File: src/rtl/spr_pkg.sv
// ----------------------------------------------------------------------------
// spr_pkg
// Types, command codes, constants and a slot byte-size function shared by the slot pool block.
// ----------------------------------------------------------------------------
package spr_pkg;

    localparam logic [23:0] MAX_FRAMES     = 24'd8388608;
    localparam logic [3:0]  MAX_CHANNELS   = 4'd8;
    localparam int          SAMPLE_BYTES   = 4;
    localparam logic [15:0] REF_MAX        = 16'hFFFF;
    localparam logic [32:0] BARRIER_BLOCKS = 33'd2;

    localparam logic [3:0] FN_ACQUIRE = 4'd0;
    localparam logic [3:0] FN_SIZE    = 4'd1;
    localparam logic [3:0] FN_PUBLISH = 4'd2;
    localparam logic [3:0] FN_FAIL    = 4'd3;
    localparam logic [3:0] FN_CLEAR   = 4'd4;
    localparam logic [3:0] FN_ADDREF  = 4'd5;
    localparam logic [3:0] FN_RETIRE  = 4'd6;
    localparam logic [3:0] FN_COLLECT = 4'd7;
    localparam logic [3:0] FN_QUERY   = 4'd8;

    localparam logic [1:0] COND_EMPTY   = 2'd0;
    localparam logic [1:0] COND_LOADING = 2'd1;
    localparam logic [1:0] COND_READY   = 2'd2;
    localparam logic [1:0] COND_ERROR   = 2'd3;

    typedef struct packed {
        logic [3:0]  func;
        logic [3:0]  slot;
        logic [23:0] frames;
        logic [3:0]  channels;
        logic [31:0] block_now;
    } cmd_t;

    typedef struct packed {
        logic        status;
        logic [3:0]  slot_index;
        logic [7:0]  generation;
        logic [4:0]  ready_slots;
        logic [32:0] byte_sum;
    } rsp_t;

    typedef struct packed {
        logic [1:0]  cond;
        logic [15:0] ref_cnt;
        logic        pending;
        logic [32:0] release_blk;
        logic [23:0] frames;
        logic [3:0]  channels;
        logic [7:0]  gen;
    } slot_rec_t;

    function automatic logic [32:0] slot_bytes(input logic [23:0] frames,
                                               input logic [3:0]  chans);
        logic [32:0] prod;
        prod = 33'(frames) * 33'(chans);
        return 33'(prod * 33'(SAMPLE_BYTES));
    endfunction

endpackage

File: src/rtl/spr_slot_ram.sv
// ----------------------------------------------------------------------------
// spr_slot_ram
// Slot record memory: one write port, one registered read port. Entries
// never written since reset read as all zero.
// ----------------------------------------------------------------------------
module spr_slot_ram #(
    parameter int DEPTH = 16,
    parameter int AW    = 4
) (
    input  logic                aclk,
    input  logic                aresetn,
    input  logic                we,
    input  logic [AW-1:0]       waddr,
    input  spr_pkg::slot_rec_t  wdata,
    input  logic [AW-1:0]       raddr,
    output spr_pkg::slot_rec_t  rdata
);
    import spr_pkg::*;

    slot_rec_t        mem [DEPTH];
    logic [DEPTH-1:0] written_reg;
    slot_rec_t        rd_reg;
    logic             rd_ok_reg;

    always_ff @(posedge aclk) begin
        if (we) begin
            mem[waddr] <= wdata;
        end
        rd_reg <= mem[raddr];
    end

    always_ff @(posedge aclk) begin
        if (!aresetn) begin
            written_reg <= '0;
            rd_ok_reg   <= 1'b0;
        end else begin
            if (we) begin
                written_reg[waddr] <= 1'b1;
            end
            rd_ok_reg <= written_reg[raddr];
        end
    end

    assign rdata = rd_ok_reg ? rd_reg : '0;

endmodule

File: src/rtl/slot_pool_deferred_reclaim.sv
// ----------------------------------------------------------------------------
// slot_pool_deferred_reclaim
// Reference-counted slot pool with deferred reclaim, slot records held in one RAM.
// ----------------------------------------------------------------------------
// One command in flight. Query, unknown or out-of-range commands go straight
// to the result; others visit their slot, acquire up to the first empty one,
// clear refs and collect every slot. A visit reads RAM, then may write back.
// Reset clears control state and marks every slot record unwritten, so all
// slots read as empty with zero fields; the pool is usable right after reset.
module slot_pool_deferred_reclaim #(
    parameter int MAX_SLOTS = 16
) (
    input  logic          aclk,
    input  logic          aresetn,
    input  logic          s_valid,
    output logic          s_ready,
    input  spr_pkg::cmd_t s_payload,
    output logic          m_valid,
    input  logic          m_ready,
    output spr_pkg::rsp_t m_payload
);
    import spr_pkg::*;

    localparam int AW    = (MAX_SLOTS > 1) ? $clog2(MAX_SLOTS) : 1;
    localparam int CNT_W = $clog2(MAX_SLOTS + 1);

    typedef enum logic [1:0] {ST_IDLE, ST_RD, ST_EXEC, ST_FIN} state_t;

    state_t            state_reg;
    cmd_t              cmd_reg;
    logic [AW-1:0]     idx_reg;
    logic              status_reg;
    logic [3:0]        claimed_reg;
    logic [7:0]        gen_reg;
    logic [CNT_W-1:0]  loaded_reg;
    logic [32:0]       total_reg, total_next;
    logic [32:0]       sub_reg, add_reg;
    logic              m_valid_reg;
    rsp_t              m_payload_reg;

    slot_rec_t         rd_rec, wr_rec;
    logic              we_c, hit_c, stat_c, inc_c, dec_c;
    logic [32:0]       sub_c, add_c;
    logic              last_idx, scan_done, in_range, now_ge;

    spr_slot_ram #(.DEPTH(MAX_SLOTS), .AW(AW)) u_ram (
        .aclk    (aclk),
        .aresetn (aresetn),
        .we      (we_c),
        .waddr   (idx_reg),
        .wdata   (wr_rec),
        .raddr   (idx_reg),
        .rdata   (rd_rec)
    );

    assign s_ready    = (state_reg == ST_IDLE);
    assign m_valid    = m_valid_reg;
    assign m_payload  = m_payload_reg;
    assign total_next = total_reg - sub_reg + add_reg;
    assign last_idx   = (idx_reg == AW'(MAX_SLOTS - 1));
    assign in_range   = (int'(s_payload.slot) < MAX_SLOTS);
    assign now_ge     = ({1'b0, cmd_reg.block_now} >= rd_rec.release_blk);

    // Read-modify-write of the record addressed by idx_reg
    always_comb begin
        wr_rec = rd_rec;
        we_c   = 1'b0;
        hit_c  = 1'b0;
        stat_c = 1'b0;
        inc_c  = 1'b0;
        dec_c  = 1'b0;
        sub_c  = '0;
        add_c  = '0;
        if (state_reg == ST_EXEC) begin
            case (cmd_reg.func)
                FN_ACQUIRE: begin
                    if (rd_rec.cond == COND_EMPTY) begin
                        wr_rec.cond        = COND_LOADING;
                        wr_rec.frames      = '0;
                        wr_rec.channels    = '0;
                        wr_rec.release_blk = '0;
                        wr_rec.pending     = 1'b0;
                        wr_rec.ref_cnt     = '0;
                        wr_rec.gen         = rd_rec.gen + 8'd1;
                        we_c  = 1'b1;
                        hit_c = 1'b1;
                    end
                end
                FN_SIZE: begin
                    if (cmd_reg.frames == '0 || cmd_reg.frames > MAX_FRAMES ||
                        cmd_reg.channels == '0 || cmd_reg.channels > MAX_CHANNELS ||
                        rd_rec.cond != COND_LOADING) begin
                        stat_c = 1'b1;
                    end else begin
                        sub_c           = slot_bytes(rd_rec.frames, rd_rec.channels);
                        add_c           = slot_bytes(cmd_reg.frames, cmd_reg.channels);
                        wr_rec.frames   = cmd_reg.frames;
                        wr_rec.channels = cmd_reg.channels;
                        we_c = 1'b1;
                    end
                end
                FN_PUBLISH, FN_FAIL: begin
                    wr_rec.cond = (cmd_reg.func == FN_PUBLISH) ? COND_READY : COND_ERROR;
                    inc_c = (cmd_reg.func == FN_PUBLISH);
                    dec_c = (rd_rec.cond == COND_READY);
                    we_c  = 1'b1;
                end
                FN_CLEAR: begin
                    wr_rec.ref_cnt = '0;
                    we_c = 1'b1;
                end
                FN_ADDREF: begin
                    if (rd_rec.ref_cnt != REF_MAX) begin
                        wr_rec.ref_cnt = rd_rec.ref_cnt + 16'd1;
                    end
                    we_c = 1'b1;
                end
                FN_RETIRE: begin
                    wr_rec.pending = 1'b1;
                    if (rd_rec.ref_cnt == '0 && rd_rec.cond == COND_READY) begin
                        wr_rec.release_blk = {1'b0, cmd_reg.block_now} + BARRIER_BLOCKS;
                        wr_rec.pending     = 1'b0;
                        wr_rec.cond        = COND_LOADING;
                        dec_c = 1'b1;
                    end
                    we_c = 1'b1;
                end
                FN_COLLECT: begin
                    // hide a pending slot first; it is not freed in this pass
                    if (rd_rec.pending && rd_rec.ref_cnt == '0 &&
                        rd_rec.cond == COND_READY) begin
                        wr_rec.release_blk = {1'b0, cmd_reg.block_now} + BARRIER_BLOCKS;
                        wr_rec.pending     = 1'b0;
                        wr_rec.cond        = COND_LOADING;
                        dec_c = 1'b1;
                        we_c  = 1'b1;
                    end else if (rd_rec.cond == COND_LOADING && rd_rec.release_blk != '0 &&
                                 now_ge && rd_rec.ref_cnt == '0) begin
                        sub_c              = slot_bytes(rd_rec.frames, rd_rec.channels);
                        wr_rec.frames      = '0;
                        wr_rec.channels    = '0;
                        wr_rec.release_blk = '0;
                        wr_rec.cond        = COND_EMPTY;
                        we_c = 1'b1;
                    end
                end
                default: begin
                end
            endcase
        end
    end

    always_comb begin
        case (cmd_reg.func)
            FN_ACQUIRE:           scan_done = hit_c || last_idx;
            FN_CLEAR, FN_COLLECT: scan_done = last_idx;
            default:              scan_done = 1'b1;
        endcase
    end

    always_ff @(posedge aclk) begin
        if (!aresetn) begin
            state_reg   <= ST_IDLE;
            loaded_reg  <= '0;
            total_reg   <= '0;
            sub_reg     <= '0;
            add_reg     <= '0;
            m_valid_reg <= 1'b0;
        end else begin
            total_reg  <= total_next;
            sub_reg    <= sub_c;
            add_reg    <= add_c;
            loaded_reg <= loaded_reg + CNT_W'(inc_c) - CNT_W'(dec_c);
            if (state_reg == ST_FIN && (!m_valid_reg || m_ready)) begin
                m_valid_reg <= 1'b1;
            end else if (m_ready) begin
                m_valid_reg <= 1'b0;
            end
            case (state_reg)
                ST_IDLE: begin
                    if (s_valid) begin
                        cmd_reg     <= s_payload;
                        claimed_reg <= '0;
                        gen_reg     <= '0;
                        case (s_payload.func)
                            FN_ACQUIRE, FN_CLEAR, FN_COLLECT: begin
                                idx_reg    <= '0;
                                status_reg <= 1'b0;
                                state_reg  <= ST_RD;
                            end
                            FN_SIZE, FN_PUBLISH, FN_FAIL, FN_ADDREF, FN_RETIRE: begin
                                idx_reg    <= AW'(s_payload.slot);
                                status_reg <= !in_range;
                                state_reg  <= in_range ? ST_RD : ST_FIN;
                            end
                            FN_QUERY: begin
                                idx_reg    <= '0;
                                status_reg <= 1'b0;
                                state_reg  <= ST_FIN;
                            end
                            default: begin
                                idx_reg    <= '0;
                                status_reg <= 1'b1;
                                state_reg  <= ST_FIN;
                            end
                        endcase
                    end
                end
                ST_RD: begin
                    state_reg <= ST_EXEC;
                end
                ST_EXEC: begin
                    if (stat_c) begin
                        status_reg <= 1'b1;
                    end
                    if (cmd_reg.func == FN_ACQUIRE) begin
                        if (hit_c) begin
                            claimed_reg <= 4'(idx_reg);
                            gen_reg     <= wr_rec.gen;
                        end else if (last_idx) begin
                            status_reg <= 1'b1;
                        end
                    end
                    if (scan_done) begin
                        state_reg <= ST_FIN;
                    end else begin
                        idx_reg   <= idx_reg + AW'(1);
                        state_reg <= ST_RD;
                    end
                end
                ST_FIN: begin
                    // hold until the result register is free
                    if (!m_valid_reg || m_ready) begin
                        m_payload_reg.status      <= status_reg;
                        m_payload_reg.slot_index  <= claimed_reg;
                        m_payload_reg.generation  <= gen_reg;
                        m_payload_reg.ready_slots <= 5'(loaded_reg);
                        m_payload_reg.byte_sum    <= total_next;
                        state_reg                 <= ST_IDLE;
                    end
                end
                default: begin
                    state_reg <= ST_IDLE;
                end
            endcase
        end
    end

    a_loaded_bound: assert property (@(posedge aclk) disable iff (!aresetn)
        int'(loaded_reg) <= MAX_SLOTS)
        else $error("ready slot count exceeds pool size");

    a_write_in_exec: assert property (@(posedge aclk) disable iff (!aresetn)
        we_c |-> state_reg == ST_EXEC)
        else $error("slot RAM written outside execute step");

    a_one_cmd: assert property (@(posedge aclk) disable iff (!aresetn)
        s_valid && s_ready |=> !s_ready)
        else $error("second command taken while one is in flight");

    a_reset_quiet: assert property (@(posedge aclk)
        !aresetn |=> !m_valid)
        else $error("result valid right after reset");

endmodule
File: config.mk
export PLATFORM = sky130hd
export DESIGN_NAME = slot_pool_deferred_reclaim
export DESIGN_NICKNAME = d
export VERILOG_FILES = /design/src/rtl/spr_pkg.sv /design/src/rtl/spr_slot_ram.sv /design/src/rtl/slot_pool_deferred_reclaim.sv
export SDC_FILE = /design/constraint.sdc
export NUM_CORES = 2
export LEC_CHECK = 0
export ABC_CLOCK_PERIOD_IN_PS = 17210
export BUFFER_PORTS_ARGS = -buffer_cell sky130_fd_sc_hd__buf_2
export CAP_MARGIN = 20
export CELL_PAD_IN_SITES_DETAIL_PLACEMENT = 1
export CELL_PAD_IN_SITES_GLOBAL_PLACEMENT = 2
export CORE_MARGIN = 2
export CORE_UTILIZATION = 52
export CTS_BUF_LIST = sky130_fd_sc_hd__clkbuf_16
export CTS_CLUSTER_SIZE = 25
export DETAILED_ROUTE_END_ITERATION = 10
export GPL_ROUTABILITY_DRIVEN = 0
export PLACE_DENSITY_LB_ADDON = 0.1
export SLEW_MARGIN = 0
export SYNTH_ARGS = -nofsm -noshare
export SYNTH_HDL_FRONTEND = slang
export SYNTH_HIERARCHICAL = 1
export SYNTH_SLANG_ARGS = --single-unit
export TNS_END_PERCENT = 10
File: constraint.sdc
create_clock -name aclk -period 17.21 [get_ports aclk]
set_clock_uncertainty 0.05 [all_clocks]
set_input_delay 0.8605 -clock aclk [delete_from_list [all_inputs] [get_ports aclk]]
set_output_delay 0.8605 -clock aclk [all_outputs]
set_load 0.02 [all_outputs]
### Word-level counts from Yosys, hierarchy flattened

Memories as Yosys holds them, arrays and structs flattened. A register that Yosys moved wholly into a read port is not among the register bits.
Index checks and enable logic that the tools add are counted.

* memory bits (writable): 1408
* logic and storage cells: 183
* memories: 1
* flip-flop bits (word level): 256
* output and inout port bits: 53
* input bits: 72

Memory list
* u_ram.mem: depth 16, width 88, rd ports 1, clocked after Yosys merged registers in 1, write ports 1, RTL line spr_slot_ram.sv:20 `slot_rec_t mem [DEPTH];`

* equal/unequal tests: 28
* bitwise logic cells: 4
* reductions and logical operators: 40
* multipliers: 2
* add/subtract/negate cells: 8
* muxes and demuxes: 73
* order comparisons: 5

Operators with widths (count)
* $mux 88: 3
* $pmux 34 s3: 1
* $mux 30: 3
* $pmux 28 s3: 1
* $mux 61: 1
* $pmux 30 s2: 1
* $mul 24x4->28: 2
* $mux 28: 2
* $pmux 16 s3: 1
* $mux 34: 1
* $add 32x2->33 const B: 1
* $add 33x33->33: 1
* $ge 32x33->1: 1
* $mux 33: 1
* $reduce_bool 33->1: 1
* $sub 33x33->33: 1
* $eq 4x3->1 const B: 8
* $mux 8: 4
* $mux 1: 29
* $gt 24x24->1 const B: 1
* $logic_not 24->1: 1
* $mux 4: 6
* $add 16x1->16 const B: 1
* $eq 4x2->1 const B: 4
* 42 further kinds: 84

### Longest topological paths before layout

* depth in word-level cells: 13
* mapped depth: 22
* gate-level depth less buffers: 18

### Cells and area by module

Netlist, hierarchy kept.

Modules (own cells, without submodules)
* spr_slot_ram: area each 55617.1 sq um, cells each 2407, times used 1, seq. area each 44382.6 sq um
* slot_pool_deferred_reclaim: area each 18615.4 sq um, cells each 2079, times used 1, seq. area each 5805.6 sq um

### Least setup slack after synthesis

Ideal clock, no wire load.

* path type: flip-flop to flip-flop
* start: reg u_ram.rd_ok_reg
* end: mem u_ram/mem[14][0] in the netlist's numbering (enable)
* path buffers: 1
* clock period less this slack: 9.786 ns
* setup time: 0.663 ns
* required time: 16.497 ns
* path slack: 7.424 ns
* data arrival time: 9.073 ns
* stages on the path, launching flop included: 14
* cell sequence: dfxtp_1 > clkbuf_1 > and2_1 > inv_1 > ha_1 > nand4_1 > nor4_1 > a221oi_1 > a21boi_0 > o211ai_2 > a21oi_1 > o31a_1 > nand3_1 > nor3b_1

RTL lines
* start: declaration: RTL line spr_slot_ram.sv:23 `logic rd_ok_reg;`
* start signal: assignment: RTL line spr_slot_ram.sv:40 `rd_ok_reg <= written_reg[raddr];`
* end: declaration: RTL line spr_slot_ram.sv:20

==> flow_metrics.py <==
metrics = {
    "run_status": {
        "status": "completed",
    },
    "placement": {
        "place_hpwl_um": 121000,
        "dp_slack_ns": 10.44,
        "numPortBuffers": 122,
        "dp_cells": 6420,
    },
    "yosys": {
        "synthCells": 4486,
        "synth_area_per_cell_um2": 16.5,
        "ys.flop_type": "edfxtp_1",
        "async_reset_ff_share_pct": 0,
        "synth.distinct_cells": 89,
        "ys_ff_latch": 1738,
        "ys_seq_area_share_pct": 67.6,
        "synth_edf_count": 1538,
        "yosys_warnings": 6,
        "syn_area_um2": 74200,
    },
    "clocking": {
        "cts.sinks": 1738,
        "cts-root-buf": "clkbuf_16",
        "cts_buffer_depth": 3,
        "htreeDepth": 4,
        "cts_made_buffers": 178,
        "clock_latency_ns": 0.81,
        "post_cts_resized": 0,
        "clk_pin_slew_ns": 0.06,
        "cts_tree": "done",
        "hold_buffers": 0,
        "post-cts-setup-buffers": 0,
    },
    "power": {
        "combPwrFrac_pct": 12.7,
        "total_power_mw": 9.73,
        "p_seq_share_pct": 48.7,
        "p_sw_mw": 2.44,
        "switching_share_pct": 25.1,
        "power.leakage_nw": 29.3,
        "intPower_mw": 7.29,
        "powerDensity_nw_per_um2": 117,
        "clockPowerShare_pct": 38.5,
        "peakVddDrop_uv": 108,
    },
    "floorplanning": {
        "die_w_um": 382,
        "dieArea_um2": 146000,
        "die_h_um": 382,
        "rows": 138,
        "ioPinCount": 125,
        "initial_core_util_pct": 52.4,
        "core_area_um2": 142000,
    },
    "min_path": {
        "hp-class": "input port to register",
    },
    "detailed_routing": {
        "via_count": 40800,
        "postRouteAntennaNets": 0,
        "drc": 0,
        "drt-total-wl_um": 192000,
        "firstDrtPassIters": 6,
        "routedWlPerCell_um": 28.4,
        "drt_iter0_markers": 3254,
        "vias_per_cell": 6.02,
    },
    "final_layout": {
        "drive_above_1_share_pct": 18.8,
        "instances_no_fill": 6776,
        "fin_nets": 5057,
        "n_fill_cell": 12700,
        "diodes": 0,
        "synthToLayoutAreaGrowth_pct": 12.1,
        "largest_reg_flops": 1408,
    },
    "timing": {
        "final-hold-violation-count": 0,
        "max_slew_margin_pct": 24.2,
        "period_needed_ns": 6.82,
        "drv_slew": 0,
        "setup_viol": 0,
        "max_slew.worst_pin.slew_ns": 1.14,
        "hold_ws_ns": 0.188,
        "rsz0062_at_grt": "false",
        "fmax_ghz": 0.147,
        "period_share_pct": 39.6,
        "fin_ws_ns": 10.39,
        "totalNegativeSetupSlack_ns": 0,
    },
    "critical_path": {
        "path_class": "register to register",
        "cp-start-kind": "register",
        "path_max_fanout": 53,
        "critPathCaptureType": "register",
        "worstPathRequired_ns": 17.56,
        "arrival_ns": 7.17,
    },
    "global_routing": {
        "grt_pass1_vias": 43500,
        "grt_antenna_before_repair": 5,
        "grt_max_degree": 124,
        "grt_usage_pct": 26.8,
        "grt-ovfl-total": 0,
        "grt_pass1_wl_um": 289000,
    },
    "job": {
        "maxCapViolations": 0,
    },
}
## through the flow
stage          util, %  cell area, um^2
5_1_grt           58.8            83200
4_1_cts           58.6            83000
6_report          58.8            83200
2_1_floorplan        -            74200
3_3_place_gp      54.6            77200
3_5_place_dp      54.6            77300
## cell type report
class	instances	area, um^2	share of cell area (%)
clock buffer	183	4580	5.50
sequential	1738	50200	60.3
multi-input combinational	2240	22100	26.5
inverter	315	1180	1.42
tap	1890	2360	2.84
clock inverter	152	1150	1.38
timing repair buffer	258	1680	2.02
## power by group through the flow
stage | clock network, mW | logic [mW] | registers (mW)
2_1_floorplan | 0 | 0.863 | 4.82
3_3_place_gp | 0 | 1.23 | 4.83
6_report | 3.75 | 1.24 | 4.74
5_1_grt | 3.96 | 1.37 | 4.75
3_5_place_dp | 0 | 1.24 | 4.83
4_1_cts | 3.82 | 1.25 | 4.75
## routing by layer
metal / up-vias / global-route usage (%) / share of wire (%)
met1: 21600 / 35.9 / 41
met2: 1233 / 46.2 / 51
met5: - / 0 / 0
li1: 17700 / - / -
met4: 0 / 7.51 / 2.6
met3: 256 / 3.46 / 4.7
## final timing paths
path                                                    to  slack, ns                       start  cells after the start
worst min register to register     m_payload[42]$_DFFE_PP_       0.35    gen_reg[4]$_SDFFCE_PN0P_                      0
worst max-delay path            u_ram/mem[4][35]$_DFFE_PP_      10.39  u_ram/rd_ok_reg$_SDFF_PN0_                     14
worst min-delay path                 cmd_reg[23]$_DFFE_PP_       0.19               s_payload[23]                      1
worst max register to register  u_ram/mem[4][35]$_DFFE_PP_      10.39  u_ram/rd_ok_reg$_SDFF_PN0_                     14
## logic make-up (layout without fill, tap and decap cells)
| family | after synthesis | after routing | share of synthesized area [%] |
|---|---|---|---|
| AO/OA/AOI/OAI | 622 | 622 | 5.82 |
| XOR/XNOR | 120 | 120 | 1.42 |
| adder cells (fa/ha/maj) | 254 | 254 | 5.47 |
| buffers and inverters | 509 | 908 | 2.89 |
| flip-flops | 1738 | 1738 | 67.6 |
| multiplexers | 359 | 359 | 10.8 |
| other | 1 | 2 | 0.00505 |
| AND/OR/NAND/NOR | 883 | 883 | 5.98 |
## worst max-delay path, stage by stage, from the launching register on
cell,delay (ns)
dfxtp_4,0.73
and2_1,0.27
inv_1,0.07
ha_1,0.32
nand4_1,0.16
nor4_1,0.48
a221oi_1,0.14
a21boi_0,0.56
o211ai_2,0.30
a21oi_1,0.36
o31a_1,0.31
or3b_2,0.56
nor2_4,0.61
buf_4,0.59
buf_4,0.79
## synth_stat cells, types with 15 or more instances
master	count	share of area (%)
fa_1	118	3.2
nor2_1	148	0.75
nand3_1	47	0.32
mux4_2	354	11
a31oi_1	20	0.17
ha_1	136	2.3
o21ai_0	100	0.67
buf_4	23	0.23
o211ai_1	32	0.32
nor4_1	18	0.15
and3_1	21	0.18
a21o_1	47	0.48
inv_1	315	1.6
dfxtp_1	200	5.4
buf_2	32	0.22
xnor2_1	68	0.80
a21oi_1	94	0.63
a22o_1	31	0.37
nor2b_1	15	0.13
nor3_1	36	0.24
nand4_1	26	0.22
clkbuf_1	105	0.53
edfxtp_1	1538	62
xor2_1	52	0.61
nand2_1	281	1.4
buf_1	18	0.091
and2_1	231	1.9
o21a_1	24	0.24
a22oi_1	178	1.8
## cells in the final DEF (no fill, tap or decap), drive strengths merged, types with 68 or more instances in the layout
cell type,count
a22oi,178
nor2,149
clkinv,90
dfxtp,200
nand2,281
xnor2,68
a21oi,95
ha,136
buf,254
mux4,354
and2,232
o21ai,101
clkbuf,187
edfxtp,1538
inv,358
fa,118
(Power assumes the default switching activity.)
